===== config.mk =====
export PLATFORM = sky130hd
export DESIGN_NAME = sse_event_stream_parser_core
export DESIGN_NICKNAME = d
export VERILOG_FILES = /design/src/hdl/sep_pkg.sv /design/src/hdl/sep_buf.sv /design/src/hdl/sep_out.sv /design/src/hdl/sse_event_stream_parser_core.sv
export SDC_FILE = /design/constraint.sdc
export NUM_CORES = 1
export LEC_CHECK = 0
export BUFFER_PORTS_ARGS = -buffer_cell sky130_fd_sc_hd__buf_2
export CAP_MARGIN = 10
export CORE_ASPECT_RATIO = 0.75
export CORE_MARGIN = 10
export CORE_UTILIZATION = 40
export DETAILED_ROUTE_END_ITERATION = 10
export PLACE_DENSITY_LB_ADDON = 0.05
export SETUP_SLACK_MARGIN = 0.2
export SLEW_MARGIN = 20
export SYNTH_ARGS = -nofsm -noshare
export SYNTH_HDL_FRONTEND = slang
export SYNTH_SLANG_ARGS = --single-unit

===== constraint.sdc =====
create_clock -name i_clk -period 4.7 [get_ports i_clk]
set_input_delay 0 -clock i_clk [delete_from_list [all_inputs] [get_ports i_clk]]
set_output_delay 0 -clock i_clk [all_outputs]
set_load 0.02 [all_outputs]

===== src/hdl/sep_pkg.sv =====
// Shared types, constants and helpers for the SSE event stream parser.
package sep_pkg;

    // Capacity of stored event name and id
    localparam int NAME_MAX = 16;
    localparam int ID_MAX   = 32;

    localparam int NLEN_W  = $clog2(NAME_MAX + 1);
    localparam int ILEN_W  = $clog2(ID_MAX + 1);
    localparam int IDX_MAX = (NAME_MAX > ID_MAX) ? NAME_MAX : ID_MAX;
    localparam int IDX_W   = $clog2(IDX_MAX + 1);

    // Byte buffer: two id banks followed by the event name
    localparam int MEM_DEPTH = 2 * ID_MAX + NAME_MAX;
    localparam int MEM_AW    = $clog2(MEM_DEPTH);
    localparam int NAME_BASE = 2 * ID_MAX;

    // Field-name buffer
    localparam int FN_MAX = 5;
    localparam logic [2:0] FN_LONG = 3'd6;

    // Stream bytes
    localparam logic [7:0] CHR_LF    = 8'h0A;
    localparam logic [7:0] CHR_CR    = 8'h0D;
    localparam logic [7:0] CHR_COLON = 8'h3A;
    localparam logic [7:0] CHR_SPACE = 8'h20;
    localparam logic [7:0] CHR_NUL   = 8'h00;

    // Result kinds
    localparam logic [1:0] K_DATA = 2'd0;
    localparam logic [1:0] K_NAME = 2'd1;
    localparam logic [1:0] K_ID   = 2'd2;
    localparam logic [1:0] K_END  = 2'd3;

    // Request types
    localparam logic REQ_BYTE    = 1'b0;
    localparam logic REQ_RESTART = 1'b1;

    localparam logic [2:0] MSG_LAST = 3'd6;

    typedef enum logic [1:0] {
        FLD_NONE  = 2'd0,
        FLD_EVENT = 2'd1,
        FLD_DATA  = 2'd2,
        FLD_ID    = 2'd3
    } t_field;

    typedef enum logic [4:0] {
        PH_START  = 5'b00001,
        PH_NAME   = 5'b00010,
        PH_VSTART = 5'b00100,
        PH_VALUE  = 5'b01000,
        PH_SKIP   = 5'b10000
    } t_phase;

    typedef enum logic [10:0] {
        S_IDLE  = 11'b00000000001,
        S_CR    = 11'b00000000010,
        S_BYTE  = 11'b00000000100,
        S_LEND  = 11'b00000001000,
        S_MSG   = 11'b00000010000,
        S_NRD   = 11'b00000100000,
        S_NEM   = 11'b00001000000,
        S_IRD   = 11'b00010000000,
        S_IEM   = 11'b00100000000,
        S_END   = 11'b01000000000,
        S_FLUSH = 11'b10000000000
    } t_state;

    typedef logic [FN_MAX-1:0][7:0] t_fname;

    // Result request from the sequencer to the output stage
    typedef struct packed {
        logic       valid;
        logic       flush;
        logic [1:0] kind;
        logic [7:0] value;
        logic       cut;
    } t_push;

    // Output stage status back to the sequencer
    typedef struct packed {
        logic push_ready;
        logic flush_done;
        logic hold_valid;
    } t_ost;

    // Match the collected field name against the known fields
    function automatic t_field classify(input t_fname fn, input logic [2:0] len);
        t_field f;
        f = FLD_NONE;
        if (len == 3'd5 && fn[0] == "e" && fn[1] == "v" && fn[2] == "e"
            && fn[3] == "n" && fn[4] == "t") begin
            f = FLD_EVENT;
        end else if (len == 3'd4 && fn[0] == "d" && fn[1] == "a" && fn[2] == "t"
            && fn[3] == "a") begin
            f = FLD_DATA;
        end else if (len == 3'd2 && fn[0] == "i" && fn[1] == "d") begin
            f = FLD_ID;
        end
        return f;
    endfunction

    // Default event name
    function automatic logic [7:0] msg_char(input logic [2:0] i);
        logic [7:0] c;
        case (i)
            3'd0: c = "m";
            3'd1: c = "e";
            3'd2: c = "s";
            3'd3: c = "s";
            3'd4: c = "a";
            3'd5: c = "g";
            3'd6: c = "e";
            default: c = CHR_NUL;
        endcase
        return c;
    endfunction

endpackage


===== src/hdl/sep_buf.sv =====
// Byte buffer holding the two id banks and the event name.
module sep_buf (
    input  logic                      i_clk,
    input  logic                      i_we,
    input  logic [sep_pkg::MEM_AW-1:0] i_waddr,
    input  logic [7:0]                i_wdata,
    input  logic [sep_pkg::MEM_AW-1:0] i_raddr,
    output logic [7:0]                o_rdata
);

    logic [7:0] r_mem [sep_pkg::MEM_DEPTH];
    logic [7:0] r_rdata;

    // Write one byte, read one byte registered
    always_ff @(posedge i_clk) begin
        if (i_we) begin
            r_mem[i_waddr] <= i_wdata;
        end
        r_rdata <= r_mem[i_raddr];
    end

    assign o_rdata = r_rdata;

endmodule


===== src/hdl/sep_out.sv =====
// Output stage: one held result plus the master-side output register.
module sep_out (
    input  logic               i_clk,
    input  logic               i_rst_n,
    input  sep_pkg::t_push     i_push,
    output sep_pkg::t_ost      o_st,
    output logic               o_tvalid,
    input  logic               i_tready,
    output logic [7:0]         o_tdata,
    output logic [2:0]         o_tuser,
    output logic               o_tlast
);

    logic       r_hold_v;
    logic [1:0] r_hold_kind;
    logic [7:0] r_hold_value;
    logic       r_hold_cut;
    logic       r_out_v;
    logic [1:0] r_out_kind;
    logic [7:0] r_out_value;
    logic       r_out_cut;
    logic       r_out_last;
    logic       out_free;
    logic       push_ok;
    logic       flush_ok;

    assign out_free = !r_out_v || i_tready;
    assign push_ok  = !r_hold_v || out_free;
    assign flush_ok = !r_hold_v || out_free;

    // Control: hold slot and output valid
    always_ff @(posedge i_clk) begin
        if (!i_rst_n) begin
            r_hold_v <= 1'b0;
            r_out_v  <= 1'b0;
        end else begin
            if (r_out_v && i_tready) begin
                r_out_v <= 1'b0;
            end
            if (i_push.valid && push_ok) begin
                if (r_hold_v) begin
                    r_out_v <= 1'b1;
                end
                r_hold_v <= 1'b1;
            end else if (i_push.flush && r_hold_v && out_free) begin
                r_out_v  <= 1'b1;
                r_hold_v <= 1'b0;
            end
        end
    end

    // Payload: a newer result marks the held one as not last
    always_ff @(posedge i_clk) begin
        if (i_push.valid && push_ok) begin
            if (r_hold_v) begin
                r_out_kind  <= r_hold_kind;
                r_out_value <= r_hold_value;
                r_out_cut   <= r_hold_cut;
                r_out_last  <= 1'b0;
            end
            r_hold_kind  <= i_push.kind;
            r_hold_value <= i_push.value;
            r_hold_cut   <= i_push.cut;
        end else if (i_push.flush && r_hold_v && out_free) begin
            r_out_kind  <= r_hold_kind;
            r_out_value <= r_hold_value;
            r_out_cut   <= r_hold_cut;
            r_out_last  <= 1'b1;
        end
    end

    assign o_st.push_ready = push_ok;
    assign o_st.flush_done = flush_ok;
    assign o_st.hold_valid = r_hold_v;

    assign o_tvalid = r_out_v;
    assign o_tdata  = r_out_value;
    assign o_tuser  = {r_out_cut, r_out_kind};
    assign o_tlast  = r_out_last;

`ifndef SYNTHESIS
    // A flushed result always leaves marked last
    a_flush_last: assert property (@(posedge i_clk) disable iff (!i_rst_n)
        (i_push.flush && r_hold_v && out_free && !i_push.valid) |=> (r_out_v && r_out_last))
        else $error("flushed result not marked last");
    // Sequencer never pushes and flushes together
    a_push_flush: assert property (@(posedge i_clk) disable iff (!i_rst_n)
        !(i_push.valid && i_push.flush))
        else $error("push and flush at once");
    // A push over a full hold moves the older result out
    a_shift: assert property (@(posedge i_clk) disable iff (!i_rst_n)
        (i_push.valid && push_ok && r_hold_v) |=> (r_out_v && !r_out_last && r_hold_v))
        else $error("held result lost");
`endif

endmodule


===== src/hdl/sse_event_stream_parser_core.sv =====
// Top level: SSE byte parser sequencer with shared byte buffer and output stage.
//
//  channel  | dir | tdata            | tuser                      | tlast
//  s_axis   | in  | [7:0] byte_req   | [0] req_type               | -
//  m_axis   | out | [7:0] value      | [1:0] kind, [2] cut        | last
//
//  An ordinary byte passes S_BYTE and S_FLUSH before ready again, after S_CR
//  when a held CR is replayed first; a lone CR passes S_FLUSH, a restart stays
//  in S_IDLE. A dispatching blank line emits the default or stored name, then
//  the stored id, each stored byte read via the single registered read port of
//  the byte buffer, then the end marker. Every result leaves through one output
//  register; a stalled m_axis holds the sequencer. Reset and a restart clear the parser state.
module sse_event_stream_parser_core (
    input  logic       i_clk,
    input  logic       i_rst_n,
    input  logic       s_axis_tvalid,
    output logic       s_axis_tready,
    input  logic [7:0] s_axis_tdata,   // [7:0] byte_req
    input  logic       s_axis_tuser,   // [0] req_type
    output logic       m_axis_tvalid,
    input  logic       m_axis_tready,
    output logic [7:0] m_axis_tdata,   // [7:0] value
    output logic [2:0] m_axis_tuser,   // [1:0] kind, [2] cut
    output logic       m_axis_tlast
);

    localparam int NW = sep_pkg::NLEN_W;
    localparam int IW = sep_pkg::ILEN_W;
    localparam int XW = sep_pkg::IDX_W;
    localparam int AW = sep_pkg::MEM_AW;

    sep_pkg::t_state r_state, n_state;
    sep_pkg::t_phase r_phase, n_phase;
    sep_pkg::t_field r_field, n_field;
    logic [7:0]      r_c, n_c;
    logic            r_pcr, n_pcr;
    sep_pkg::t_fname r_fn;
    logic [2:0]      r_fn_len, n_fn_len;
    logic [NW-1:0]   r_nlen, n_nlen;
    logic            r_act, n_act;
    logic [IW-1:0]   r_ilen, n_ilen;
    logic [IW-1:0]   r_slen, n_slen;
    logic            r_nul, n_nul;
    logic            r_saw, n_saw;
    logic            r_cut, n_cut;
    logic            r_icut, n_icut;
    logic            r_scut, n_scut;
    logic [XW-1:0]   r_idx, n_idx;

    sep_pkg::t_push  push;
    sep_pkg::t_ost   ost;
    logic            go;
    logic            fn_we;
    logic [2:0]      fn_widx;
    logic [7:0]      b;
    logic            do_begin;
    sep_pkg::t_field beg_f;
    logic            do_value;
    sep_pkg::t_field cls;
    logic            mem_we;
    logic [AW-1:0]   waddr;
    logic [AW-1:0]   raddr;
    logic [7:0]      rdata;
    logic [XW:0]     idx_inc;
    logic            swap_id;

    assign cls     = sep_pkg::classify(r_fn, r_fn_len);
    assign b       = (r_state == sep_pkg::S_CR) ? sep_pkg::CHR_CR : r_c;
    assign idx_inc = {1'b0, r_idx} + 1'b1;
    assign s_axis_tready = (r_state == sep_pkg::S_IDLE);

    // Read address follows the dispatch index
    always_comb begin
        if (r_state == sep_pkg::S_IRD || r_state == sep_pkg::S_IEM) begin
            raddr = AW'(r_act ? sep_pkg::ID_MAX : 0) + AW'(r_idx);
        end else begin
            raddr = AW'(sep_pkg::NAME_BASE) + AW'(r_idx);
        end
    end

    // Sequencer next state
    always_comb begin
        n_state  = r_state;
        n_phase  = r_phase;
        n_field  = r_field;
        n_c      = r_c;
        n_pcr    = r_pcr;
        n_fn_len = r_fn_len;
        n_nlen   = r_nlen;
        n_act    = r_act;
        n_ilen   = r_ilen;
        n_slen   = r_slen;
        n_nul    = r_nul;
        n_saw    = r_saw;
        n_cut    = r_cut;
        n_icut   = r_icut;
        n_scut   = r_scut;
        n_idx    = r_idx;
        push     = '0;
        fn_we    = 1'b0;
        fn_widx  = r_fn_len;
        mem_we   = 1'b0;
        waddr    = '0;
        do_begin = 1'b0;
        beg_f    = sep_pkg::FLD_NONE;
        do_value = 1'b0;
        swap_id  = 1'b0;

        case (r_state)
            sep_pkg::S_IDLE: begin
                if (s_axis_tvalid) begin
                    if (s_axis_tuser == sep_pkg::REQ_RESTART) begin
                        n_phase  = sep_pkg::PH_START;
                        n_field  = sep_pkg::FLD_NONE;
                        n_pcr    = 1'b0;
                        n_fn_len = '0;
                        n_nlen   = '0;
                        n_act    = 1'b0;
                        n_ilen   = '0;
                        n_slen   = '0;
                        n_nul    = 1'b0;
                        n_saw    = 1'b0;
                        n_cut    = 1'b0;
                        n_icut   = 1'b0;
                        n_scut   = 1'b0;
                    end else begin
                        n_c = s_axis_tdata;
                        if (s_axis_tdata == sep_pkg::CHR_LF) begin
                            n_pcr   = 1'b0;
                            n_state = sep_pkg::S_LEND;
                        end else if (r_pcr) begin
                            n_pcr   = 1'b0;
                            n_state = sep_pkg::S_CR;
                        end else if (s_axis_tdata == sep_pkg::CHR_CR) begin
                            n_pcr   = 1'b1;
                            n_state = sep_pkg::S_FLUSH;
                        end else begin
                            n_state = sep_pkg::S_BYTE;
                        end
                    end
                end
            end
            sep_pkg::S_CR, sep_pkg::S_BYTE: begin
                case (r_phase)
                    sep_pkg::PH_START: begin
                        if (b == sep_pkg::CHR_COLON) begin
                            n_phase = sep_pkg::PH_SKIP;
                        end else begin
                            fn_we    = 1'b1;
                            fn_widx  = 3'd0;
                            n_fn_len = 3'd1;
                            n_phase  = sep_pkg::PH_NAME;
                        end
                    end
                    sep_pkg::PH_NAME: begin
                        if (b == sep_pkg::CHR_COLON) begin
                            do_begin = 1'b1;
                            beg_f    = cls;
                            n_phase  = sep_pkg::PH_VSTART;
                        end else if (r_fn_len < 3'(sep_pkg::FN_MAX)) begin
                            fn_we    = 1'b1;
                            n_fn_len = r_fn_len + 3'd1;
                        end else begin
                            n_fn_len = sep_pkg::FN_LONG;
                        end
                    end
                    sep_pkg::PH_VSTART: begin
                        n_phase  = sep_pkg::PH_VALUE;
                        do_value = (b != sep_pkg::CHR_SPACE);
                    end
                    sep_pkg::PH_VALUE: begin
                        do_value = 1'b1;
                    end
                    default: begin
                    end
                endcase
                if (r_state == sep_pkg::S_CR) begin
                    if (r_c == sep_pkg::CHR_CR) begin
                        n_pcr   = 1'b1;
                        n_state = sep_pkg::S_FLUSH;
                    end else begin
                        n_state = sep_pkg::S_BYTE;
                    end
                end else begin
                    n_state = sep_pkg::S_FLUSH;
                end
            end
            sep_pkg::S_LEND: begin
                if (r_phase == sep_pkg::PH_START) begin
                    if (r_saw) begin
                        n_idx   = '0;
                        n_state = (r_nlen == '0) ? sep_pkg::S_MSG : sep_pkg::S_NRD;
                    end else begin
                        n_nlen  = '0;
                        n_cut   = 1'b0;
                        n_saw   = 1'b0;
                        n_state = sep_pkg::S_FLUSH;
                    end
                end else begin
                    if (r_phase == sep_pkg::PH_NAME) begin
                        do_begin = 1'b1;
                        beg_f    = cls;
                    end
                    swap_id = 1'b1;
                    n_state = sep_pkg::S_FLUSH;
                end
            end
            sep_pkg::S_MSG: begin
                push.valid = 1'b1;
                push.kind  = sep_pkg::K_NAME;
                push.value = sep_pkg::msg_char(r_idx[2:0]);
                n_idx      = XW'(idx_inc);
                if (r_idx == XW'(sep_pkg::MSG_LAST)) begin
                    n_idx   = '0;
                    n_state = (r_ilen == '0) ? sep_pkg::S_END : sep_pkg::S_IRD;
                end
            end
            sep_pkg::S_NRD: begin
                n_state = sep_pkg::S_NEM;
            end
            sep_pkg::S_NEM: begin
                push.valid = 1'b1;
                push.kind  = sep_pkg::K_NAME;
                push.value = rdata;
                n_idx      = XW'(idx_inc);
                n_state    = sep_pkg::S_NRD;
                if (idx_inc == (XW+1)'(r_nlen)) begin
                    n_idx   = '0;
                    n_state = (r_ilen == '0) ? sep_pkg::S_END : sep_pkg::S_IRD;
                end
            end
            sep_pkg::S_IRD: begin
                n_state = sep_pkg::S_IEM;
            end
            sep_pkg::S_IEM: begin
                push.valid = 1'b1;
                push.kind  = sep_pkg::K_ID;
                push.value = rdata;
                n_idx      = XW'(idx_inc);
                n_state    = sep_pkg::S_IRD;
                if (idx_inc == (XW+1)'(r_ilen)) begin
                    n_idx   = '0;
                    n_state = sep_pkg::S_END;
                end
            end
            sep_pkg::S_END: begin
                push.valid = 1'b1;
                push.kind  = sep_pkg::K_END;
                push.value = sep_pkg::CHR_NUL;
                push.cut   = r_cut | r_icut;
                n_nlen     = '0;
                n_cut      = 1'b0;
                n_saw      = 1'b0;
                n_state    = sep_pkg::S_FLUSH;
            end
            sep_pkg::S_FLUSH: begin
                push.flush = 1'b1;
                if (ost.flush_done) begin
                    n_state = sep_pkg::S_IDLE;
                end
            end
            default: begin
                n_state = sep_pkg::S_IDLE;
            end
        endcase

        // Open a field value
        if (do_begin) begin
            n_field = beg_f;
            case (beg_f)
                sep_pkg::FLD_EVENT: begin
                    n_nlen = '0;
                    n_cut  = 1'b0;
                end
                sep_pkg::FLD_DATA: begin
                    if (r_saw) begin
                        push.valid = 1'b1;
                        push.kind  = sep_pkg::K_DATA;
                        push.value = sep_pkg::CHR_LF;
                    end
                    n_saw = 1'b1;
                end
                sep_pkg::FLD_ID: begin
                    n_slen = '0;
                    n_nul  = 1'b0;
                    n_scut = 1'b0;
                end
                default: begin
                end
            endcase
        end

        // Take one value byte
        if (do_value) begin
            case (r_field)
                sep_pkg::FLD_DATA: begin
                    push.valid = 1'b1;
                    push.kind  = sep_pkg::K_DATA;
                    push.value = b;
                end
                sep_pkg::FLD_EVENT: begin
                    if (r_nlen < NW'(sep_pkg::NAME_MAX)) begin
                        mem_we = 1'b1;
                        waddr  = AW'(sep_pkg::NAME_BASE) + AW'(r_nlen);
                        n_nlen = r_nlen + 1'b1;
                    end else begin
                        n_cut = 1'b1;
                    end
                end
                sep_pkg::FLD_ID: begin
                    if (b == sep_pkg::CHR_NUL) begin
                        n_nul = 1'b1;
                    end
                    if (r_slen < IW'(sep_pkg::ID_MAX)) begin
                        mem_we = 1'b1;
                        waddr  = AW'(r_act ? 0 : sep_pkg::ID_MAX) + AW'(r_slen);
                        n_slen = r_slen + 1'b1;
                    end else begin
                        n_scut = 1'b1;
                    end
                end
                default: begin
                end
            endcase
        end

        // Close the line, promote a clean staged id
        if (swap_id) begin
            if (n_field == sep_pkg::FLD_ID && !n_nul) begin
                n_act  = ~r_act;
                n_ilen = n_slen;
                n_icut = n_scut;
            end
            n_phase = sep_pkg::PH_START;
            n_field = sep_pkg::FLD_NONE;
        end
    end

    // Advance only when a wanted result fits in the output stage
    assign go = !push.valid || ost.push_ready;

    // Control registers
    always_ff @(posedge i_clk) begin
        if (!i_rst_n) begin
            r_state  <= sep_pkg::S_IDLE;
            r_phase  <= sep_pkg::PH_START;
            r_field  <= sep_pkg::FLD_NONE;
            r_pcr    <= 1'b0;
            r_fn_len <= '0;
            r_nlen   <= '0;
            r_act    <= 1'b0;
            r_ilen   <= '0;
            r_slen   <= '0;
            r_nul    <= 1'b0;
            r_saw    <= 1'b0;
            r_cut    <= 1'b0;
            r_icut   <= 1'b0;
            r_scut   <= 1'b0;
            r_idx    <= '0;
        end else if (go) begin
            r_state  <= n_state;
            r_phase  <= n_phase;
            r_field  <= n_field;
            r_pcr    <= n_pcr;
            r_fn_len <= n_fn_len;
            r_nlen   <= n_nlen;
            r_act    <= n_act;
            r_ilen   <= n_ilen;
            r_slen   <= n_slen;
            r_nul    <= n_nul;
            r_saw    <= n_saw;
            r_cut    <= n_cut;
            r_icut   <= n_icut;
            r_scut   <= n_scut;
            r_idx    <= n_idx;
        end
    end

    // Payload registers
    always_ff @(posedge i_clk) begin
        if (go) begin
            r_c <= n_c;
            if (fn_we) begin
                r_fn[fn_widx] <= b;
            end
        end
    end

    sep_buf u_buf (
        .i_clk   (i_clk),
        .i_we    (mem_we && go),
        .i_waddr (waddr),
        .i_wdata (b),
        .i_raddr (raddr),
        .o_rdata (rdata)
    );

    sep_out u_out (
        .i_clk    (i_clk),
        .i_rst_n  (i_rst_n),
        .i_push   (push),
        .o_st     (ost),
        .o_tvalid (m_axis_tvalid),
        .i_tready (m_axis_tready),
        .o_tdata  (m_axis_tdata),
        .o_tuser  (m_axis_tuser),
        .o_tlast  (m_axis_tlast)
    );

`ifndef SYNTHESIS
    // Back to idle only with every result of the item handed off
    a_idle_drained: assert property (@(posedge i_clk) disable iff (!i_rst_n)
        (r_state == sep_pkg::S_IDLE) |-> !ost.hold_valid)
        else $error("idle with a held result");
    // Stored lengths stay within capacity
    a_name_len: assert property (@(posedge i_clk) disable iff (!i_rst_n)
        r_nlen <= NW'(sep_pkg::NAME_MAX))
        else $error("event name length overflow");
    a_id_len: assert property (@(posedge i_clk) disable iff (!i_rst_n)
        (r_ilen <= IW'(sep_pkg::ID_MAX)) && (r_slen <= IW'(sep_pkg::ID_MAX)))
        else $error("id length overflow");
    // Dispatch only runs with data pending
    a_dispatch_saw: assert property (@(posedge i_clk) disable iff (!i_rst_n)
        (r_state == sep_pkg::S_END) |-> r_saw)
        else $error("end marker without data");
`endif

endmodule


==> summary.md, run 1 <==
| Metric | Value |
|---|---|
| Kind of critical path | flop to flop |
| Total Power | ~15 mW |
| CTS Root Cell | clkbuf_16 |
| Die area | ~90000 sq um |
| GR Overflow Total | 0 |
| Period utilisation layout | 83.0% |
| Clock latency on the worst-skew pair | approximately 640 ps |
| Pins over their slew limit | 0 |
| Core area | between 70000 and 80000 sq um |
| Gate count of the mapped netlist | 1909 |
| #FFs+latches synth | 772 |
| Syn-to-layout area delta | 14.9% |
| Clk pwr share | a little over two fifths |
| Sequential Power Share | about 53% |
| Final Hold Viols | 0 |
| Yosys warning count | 0 |
| Mapped Area | roughly 32000 sq um |
| First-pass GRT wire length | between 100 and 150 mm |
| Post-synth EDFFs | 711 |
| Die Y | roughly 260 um |
| Crit-path slowest cell | or4b_1 |
| Inserted Diodes | 0 |
| CP startpoint kind | flop |
| Syn_nets | ~1900 |
| I/O Buffers | 26 |
| Worst slew margin | 29.6% |
| Leakage power figure | 11.2 nW |
| Setup_tns | 0 ps |
| Max Clock Skew | about 36 ps |
| Cts bufs inserted | 79 |
| Launch point of the worst path | r_state[0] |
| Clock Path Buffers | 3 |
| FFs w/ async S/R, synth | 0% |
| Logic gate share of total power | ~4.9% |
| Die X | 345 um |
| Final HPWL DP | 56.2 mm |
| Hold slack | about 94 ps |
| Final Net Count | between 2000 and 2500 |
| Mapped Avg Cell Area | between 15 and 20 sq um |
| Synth cell types | between 80 and 90 |
| Hold Crit Class | input pin to flop |
| CP max FO | 9 |
| Post-CTS setup buffer count | 0 |
| Via count | around 18000 |
| Max Clock Freq | 256 MHz |
| Pre-antenna DRT Iters | 6 |
| Max Cap Viol | 0 |
| Post-layout util | a little under half |
| Wire per inst | between 20 and 30 um |
| H-tree Lvls | 3 |
| Tot GR Track Use | 18.6% |
| Initial antenna violation count | 3 |
| RSZ-0062 raised after global routing | false |
| HP Start | s_axis_tdata[3] |
| Largest net degree at the start of global routing | 94 |
| Worst slew pin tran | about 1100 ps |
| CTS tree | yes |
| Drt total wl | 86.6 mm |
| Status | finished clean |
| Worst r2r src | r_state[0] |
| Placement row count | ~90 |
| Post-DR vias/cell | ~5.8 |
| WP data required | 4960 ps |
| Commonest non-fill, non-tap cell in the layout | edfxtp_1 |
| Tmin final | between 3000 and 4000 ps |
| Internal power | about 11 mW |
| Net Sw Power | roughly 3.2 mW |
| Vias in the first global route | 17645 |
| ANT nets after route | 0 |
| Layout cells sized above 1 | around a fifth |
| Iter 0 DRT Violations | between 1500 and 2000 |
| Critical Path, Cell by Cell | or4b_1, o311ai_1, a21o_1, nand3_1, nor3_1, nand2_1, buf_4, nor2_1 |
| CP endpoint kind | flop |
| Peak supply drop | 0.253 mV |
| DR DRC count | 0 |
| Starting Density | roughly 40% |
| Gp weighted congestion | 0.867 |
| PwrDens | 399 nW/um^2 |
| Clk sinks | ~770 |
| CP max stage delay | around 650 ps |
| Most frequent cells in the layout | 711 x edfxtp_1, 167 x nor2_1, 129 x mux2i_1, 118 x buf_4, 114 x mux4_2 |
| # IOs | 27 |
| Reg clk slew, reported paths | 60 ps |
| Sw frac | 22.0% |
| Register area share after synthesis | a little under three quarters |
| Final setup vio count | 0 |
| Primary FF master, synth | edfxtp_1 |
| Critical Path AT | around 4200 ps |
==> area by class of cell <==
| cell class | instances | area [sq um] |
|---|---|---|
| clock buffer | 97 | 2110 |
| clock inverter | 39 | 360 |
| fill | 6834 | 42100 |
| inverter | 24 | 91.3 |
| multi-input combinational | 1007 | 8660 |
| sequential | 772 | 22600 |
| tap | 1046 | 1310 |
| timing repair buffer | 168 | 1370 |
==> metal layers <==
| metal | track usage [%] | up-vias | part of all wire (%) |
|---|---|---|---|
| met1 | 28.6 | 9494 | 49 |
| met5 | 0 | - | 0.015 |
| met3 | 4.73 | 97 | 7.5 |
| met4 | 4.18 | 2 | 1.8 |
| met2 | 25.8 | 620 | 42 |
| li1 | - | 7984 | - |
==> final timing paths <==
kind                                           end  slack [ps]  cells after the start
worst min register to register    u_out.o_tdata[7]         420                      0
worst max-delay path            u_buf.r_mem[21][1]         800                      8
worst min-delay path                        r_c[3]          90                      2
worst max register to register  u_buf.r_mem[21][1]         800                      8
==> cell families (layout without fill, tap and decap cells) <==
logic type	Yosys count	in the layout	synth area share [%]
compound gates	290	290	6.65
fa+ha+maj	12	12	0.473
mux	243	243	12.2
simple gates	441	441	7.11
xor+xnor	21	21	0.757
buf+inv	130	328	1.74
flops	772	772	71.1
==> registers in the layout (all words and copies together), names as in the netlist, 2 cells and up <==
name,cells
r_c,8
r_phase,5
r_nlen,5
r_field,2
u_out.r_hold_kind,2
r_state,11
r_fn,40
r_fn_len,3
r_slen,6
u_buf.r_mem,640
u_out.r_hold_value,8
u_buf.o_rdata,8
r_ilen,6
u_out.o_tdata,8
u_out.r_out_kind,2
r_idx,6
==> through the flow <==
stage,area (sq um),setup WS (ps),cells
floorplan,31700,760,1909
global placement,33900,896,3004
detailed placement,33900,845,3004
CTS,36500,797,3153
global route,36500,572,3153
finish,36500,797,3153
==> power groups by stage <==
stage | clock, mW | combinational, mW | sequential (mW)
floorplan | 0 | 0.377 | 7.84
global placement | 0 | 0.709 | 7.85
detailed placement | 0 | 0.712 | 7.85
CTS | 6.26 | 0.721 | 7.71
global route | 6.54 | 0.774 | 7.71
finish | 6.12 | 0.710 | 7.71
==> worst max-delay path, delay by kind of cell, from the launching register on <==
family,cells,cell delay [ps]
buffers and inverters,1,250
AOI/OAI and AO/OA,2,780
and+or+nand+nor,5,2060
DFF,1,430
==> synth_stat cells, types with 5 or more instances <==
cell type | instances | area share, %
edfxtp_1 | 711 | 67
nor2_1 | 168 | 2.0
mux2i_1 | 129 | 4.1
mux4_2 | 114 | 8.1
nand2_1 | 86 | 1.0
clkbuf_1 | 68 | 0.80
dfxtp_1 | 61 | 3.8
a221oi_1 | 58 | 1.6
o21ai_0 | 47 | 0.74
o211ai_1 | 39 | 0.92
a21oi_1 | 36 | 0.57
a22oi_1 | 33 | 0.78
buf_2 | 28 | 0.44
nand3_1 | 27 | 0.43
inv_1 | 23 | 0.27
nor3_1 | 22 | 0.35
nand4_1 | 15 | 0.30
or3_1 | 14 | 0.28
and2_1 | 13 | 0.26
ha_1 | 12 | 0.47
or4_1 | 12 | 0.28
nor4_1 | 11 | 0.22
nand2b_1 | 10 | 0.20
and3_1 | 9 | 0.18
xor2_1 | 9 | 0.25
nor2b_1 | 8 | 0.16
xnor2_1 | 8 | 0.22
a31oi_1 | 7 | 0.14
a211oi_1 | 6 | 0.14
o22ai_1 | 6 | 0.12
a31o_2 | 5 | 0.14
buf_1 | 5 | 0.059
==> timing repair <==
action	in CTS	in global routing
resized for setup	0	0
hold buffers	13	0
hold endpoints to repair	49	0
Note: power is estimated with default switching activity, not from simulation.
==> run 2: changes to the inputs <==
==> constraint.sdc (replaced) <==
create_clock -name i_clk -period 3.7 [get_ports i_clk]
set_input_delay 0 -clock i_clk [delete_from_list [all_inputs] [get_ports i_clk]]
set_output_delay 0 -clock i_clk [all_outputs]
set_load 0.02 [all_outputs]
==> run 2 against run 1 <==
Compared with the run above: wire length grew 1.5%; die area is the same; cell count is 1.3% higher; count of clock-buffer cells in the layout up 8; clock skew fell by 19 ps; critical path depth is the same; power increased by 27%; sequential power increased by 27%; critical endpoint is now u_buf.r_mem[50][2].
==> summary.md, run 2 (synthesis results as in run 1) <==
| Metric | Value |
|---|---|
| Post-layout util | 46.8% (+0.39 points) |
| Top reg by flops | u_buf.r_mem |
| Cell Area, Placed | 34200 sq um (+0.92%) |
| Core area | 78600 sq um (unchanged) |
| Vias in the first global route | 17776 (+0.74%) |
| Status | finished clean |
| GR Overflow Total | 0 (unchanged) |
| CP max FO | 8 (-1) |
| Commonest non-fill, non-tap cell in the layout | edfxtp_1 |
| Max Cap Viol | 0 (unchanged) |
| Iter 0 DRT Violations | 1979 (+3.0%) |
| Drt total wl | 87.9 mm (+1.5%) |
| DP Cell Count | 3044 (+1.3%) |
| Syn-to-layout area delta | 15.9% |
| I/O Buffers | 26 (unchanged) |
| Critical Path, Cell by Cell | or4b_1, or3_1, a2111oi_2, buf_4, nand2_1, or3_1, nor2_1, buf_4 |
| Final Net Count | 2116 (+1.9%) |
| Via count | 18230 (+0.18%) |
| Placement row count | 89 (unchanged) |
| Most frequent cells in the layout | 711 x edfxtp_1, 167 x nor2_1, 157 x buf_4, 129 x mux2i_1, 114 x mux4_2 |
| Initial antenna violation count | 0 (-3) |
| Hold Crit Class | input pin to flop |
| Worst path buffer plus inverter count | 2 (+1) |
| CP endpoint kind | flop |
| Tot GR Track Use | 18.9% (+0.31 points) |
| Die Y | 264 um (unchanged) |
| Max FFs per register | 640 (unchanged) |
| Clk sinks | 772 (unchanged) |
| Die area | 91100 sq um (unchanged) |
| Layout cells sized above 1 | 21.7% (+1.6 points) |
| Clock Path Buffers | 3 (unchanged) |
| CTS tree | yes |
| Largest net degree at the start of global routing | 104 (+11%) |
| Clk pwr share | 41.6% (-0.5 points) |
| Logic gate share of total power | 5.3% (+0.4 points) |
| WP data required | 4040 ps (-920 ps) |
| CP max stage delay | 610 ps (-40 ps) |
| Final instance area | 36800 sq um (+0.85%) |
| Pre-antenna DRT Iters | 6 (unchanged) |
| Finished Layout Cells | 3193 (+1.3%) |
| Kind of critical path | flop to flop |
| Gp weighted congestion | 0.851 (-1.8%) |
| Cts bufs inserted | 79 (unchanged) |
| Internal power | 14.3 mW (+26%) |
| PwrDens | 500 nW/um^2 (+26%) |
| Die X | 345 um (unchanged) |
| Final Hold Viols | 0 (unchanged) |
| Tmin final | 3350 ps (-558 ps) |
| H-tree Lvls | 3 (unchanged) |
| Max Clock Skew | 17.0 ps (-19.1 ps) |
| Period utilisation layout | 90.4% (+7.4 points) |
| Final setup vio count | 0 (unchanged) |
| Sequential Power Share | 53.1% (about the same) |
| Filler cells | 6797 (-0.54%) |
| Crit path max-delay family | simple AND/OR/NAND/NOR gates |
| CP startpoint kind | flop |
| Pins over their slew limit | 0 (unchanged) |
| Net Sw Power | 4.07 mW (+27%) |
| CTS Root Cell | clkbuf_16 |
| Starting Density | 40.4% (unchanged) |
| RSZ-0062 raised after global routing | true |
| # IOs | 27 (unchanged) |
| Reg clk slew, reported paths | 60 ps (about the same) |
| Post-DR vias/cell | 5.71 (-1.1%) |
| First-pass GRT wire length | 128 mm (+1.2%) |
| Peak supply drop | 0.356 mV (+41%) |
| DR DRC count | 0 (unchanged) |
| Critical Path AT | 3680 ps (-480 ps) |
| ANT nets after route | 0 (unchanged) |
| Wire per inst | 27.5 um (+0.19%) |
| Sw frac | 22.1% (+0.097 points) |
| Top flop regs | u_buf.r_mem x640, r_fn x40, r_state x11 |
| Setup_tns | 0 ps (unchanged) |
| Worst slew margin | 33.4% (+3.8 points) |
| Worst slew pin tran | 997 ps (-59.6 ps) |
| Inserted Diodes | 0 (unchanged) |
| Final HPWL DP | 56.8 mm (+1.1%) |
| Leakage power figure | 11.3 nW (+1.2%) |
| Crit-path slowest cell | or4b_1 |
| Max Clock Freq | 299 MHz (+17%) |
| Clock latency on the worst-skew pair | 640 ps (about the same) |
==> run 2: changes by cell type in the layout (fill, tap and decap cells not counted), moves of 3 or more <==
| cell | before | now |
|---|---|---|
| buf_4 | 118 | 157 |
| nand2_1 | 86 | 83 |
| bufinv_16 | 6 | 3 |
| clkbuf_1 | 15 | 19 |
| clkinv_2 | 15 | 10 |
| clkbuf_8 | 0 | 3 |
| nand2_2 | 0 | 3 |
==> run 2: worst register-to-register path, stage by stage, from the launching register on <==
cell       delay, ps
dfxtp_1          310
or4b_1           610
or3_1            490
a2111oi_2        410
buf_4            220
nand2_1          120
or3_1            520
nor2_1           180
buf_4            190
==> run 2: area by class of cell <==
| cell class | instances | area (sq um) | share of cell area (%) |
|---|---|---|---|
| Clock buffer | 105 | 2190 | 5.95 |
| Clock inverter | 32 | 251 | 0.684 |
| Inverter | 24 | 91.3 | 0.248 |
| Multi-Input combinational cell | 1007 | 8700 | 23.6 |
| Sequential cell | 772 | 22600 | 61.4 |
| Tap cell | 1046 | 1310 | 3.56 |
| Timing Repair Buffer | 207 | 1670 | 4.54 |
==> run 2: final timing paths <==
path | startpoint | to | slack (ps) | cells after the start
setup / recovery | r_state[0] | u_buf.r_mem[50][2] | 350 | 8
hold / removal | s_axis_tdata[3] | r_c[3] | 110 | 2
setup reg to reg | r_state[0] | u_buf.r_mem[50][2] | 350 | 8
hold reg to reg | u_out.r_hold_value[7] | u_out.o_tdata[7] | 420 | 0
==> run 2: repair_timing <==
item	CTS	global route
setup buffers	0	0
endpoints found under the setup margin	0	423
hold buffers	12	0
endpoints found under the hold margin	49	0
resized for setup	0	8
==> run 2: per-stage QoR <==
stage	setup WS, ps	power [mW]	hold WS (ps)
after floorplan	205	10.4	98.9
after global placement	258	10.9	192
after detailed placement	298	10.9	199
after CTS	257	18.6	71.4
after global routing	187	19.0	85.7
final	355	18.4	111
==> run 2: layer usage <==
layer / track usage [%] / vias to the layer above / wire length (um) / part of all wire [%]
met5: 0 / - / 0 / 0
met4: 3.96 / 0 / 1470 / 1.7
met3: 4.08 / 105 / 6280 / 7.1
met2: 25.9 / 661 / 36200 / 41
met1: 30.0 / 9392 / 43900 / 50
li1: - / 8072 / - / -
==> run 2: power groups by stage <==
| stage | Combinational [mW] | Sequential [mW] | Clock (mW) |
|---|---|---|---|
| after floorplan | 0.479 | 9.96 | 0 |
| after global placement | 0.974 | 9.96 | 0 |
| after detailed placement | 0.983 | 9.96 | 0 |
| after CTS | 0.992 | 9.77 | 7.85 |
| after global routing | 1.05 | 9.77 | 8.21 |
| final | 0.974 | 9.77 | 7.65 |
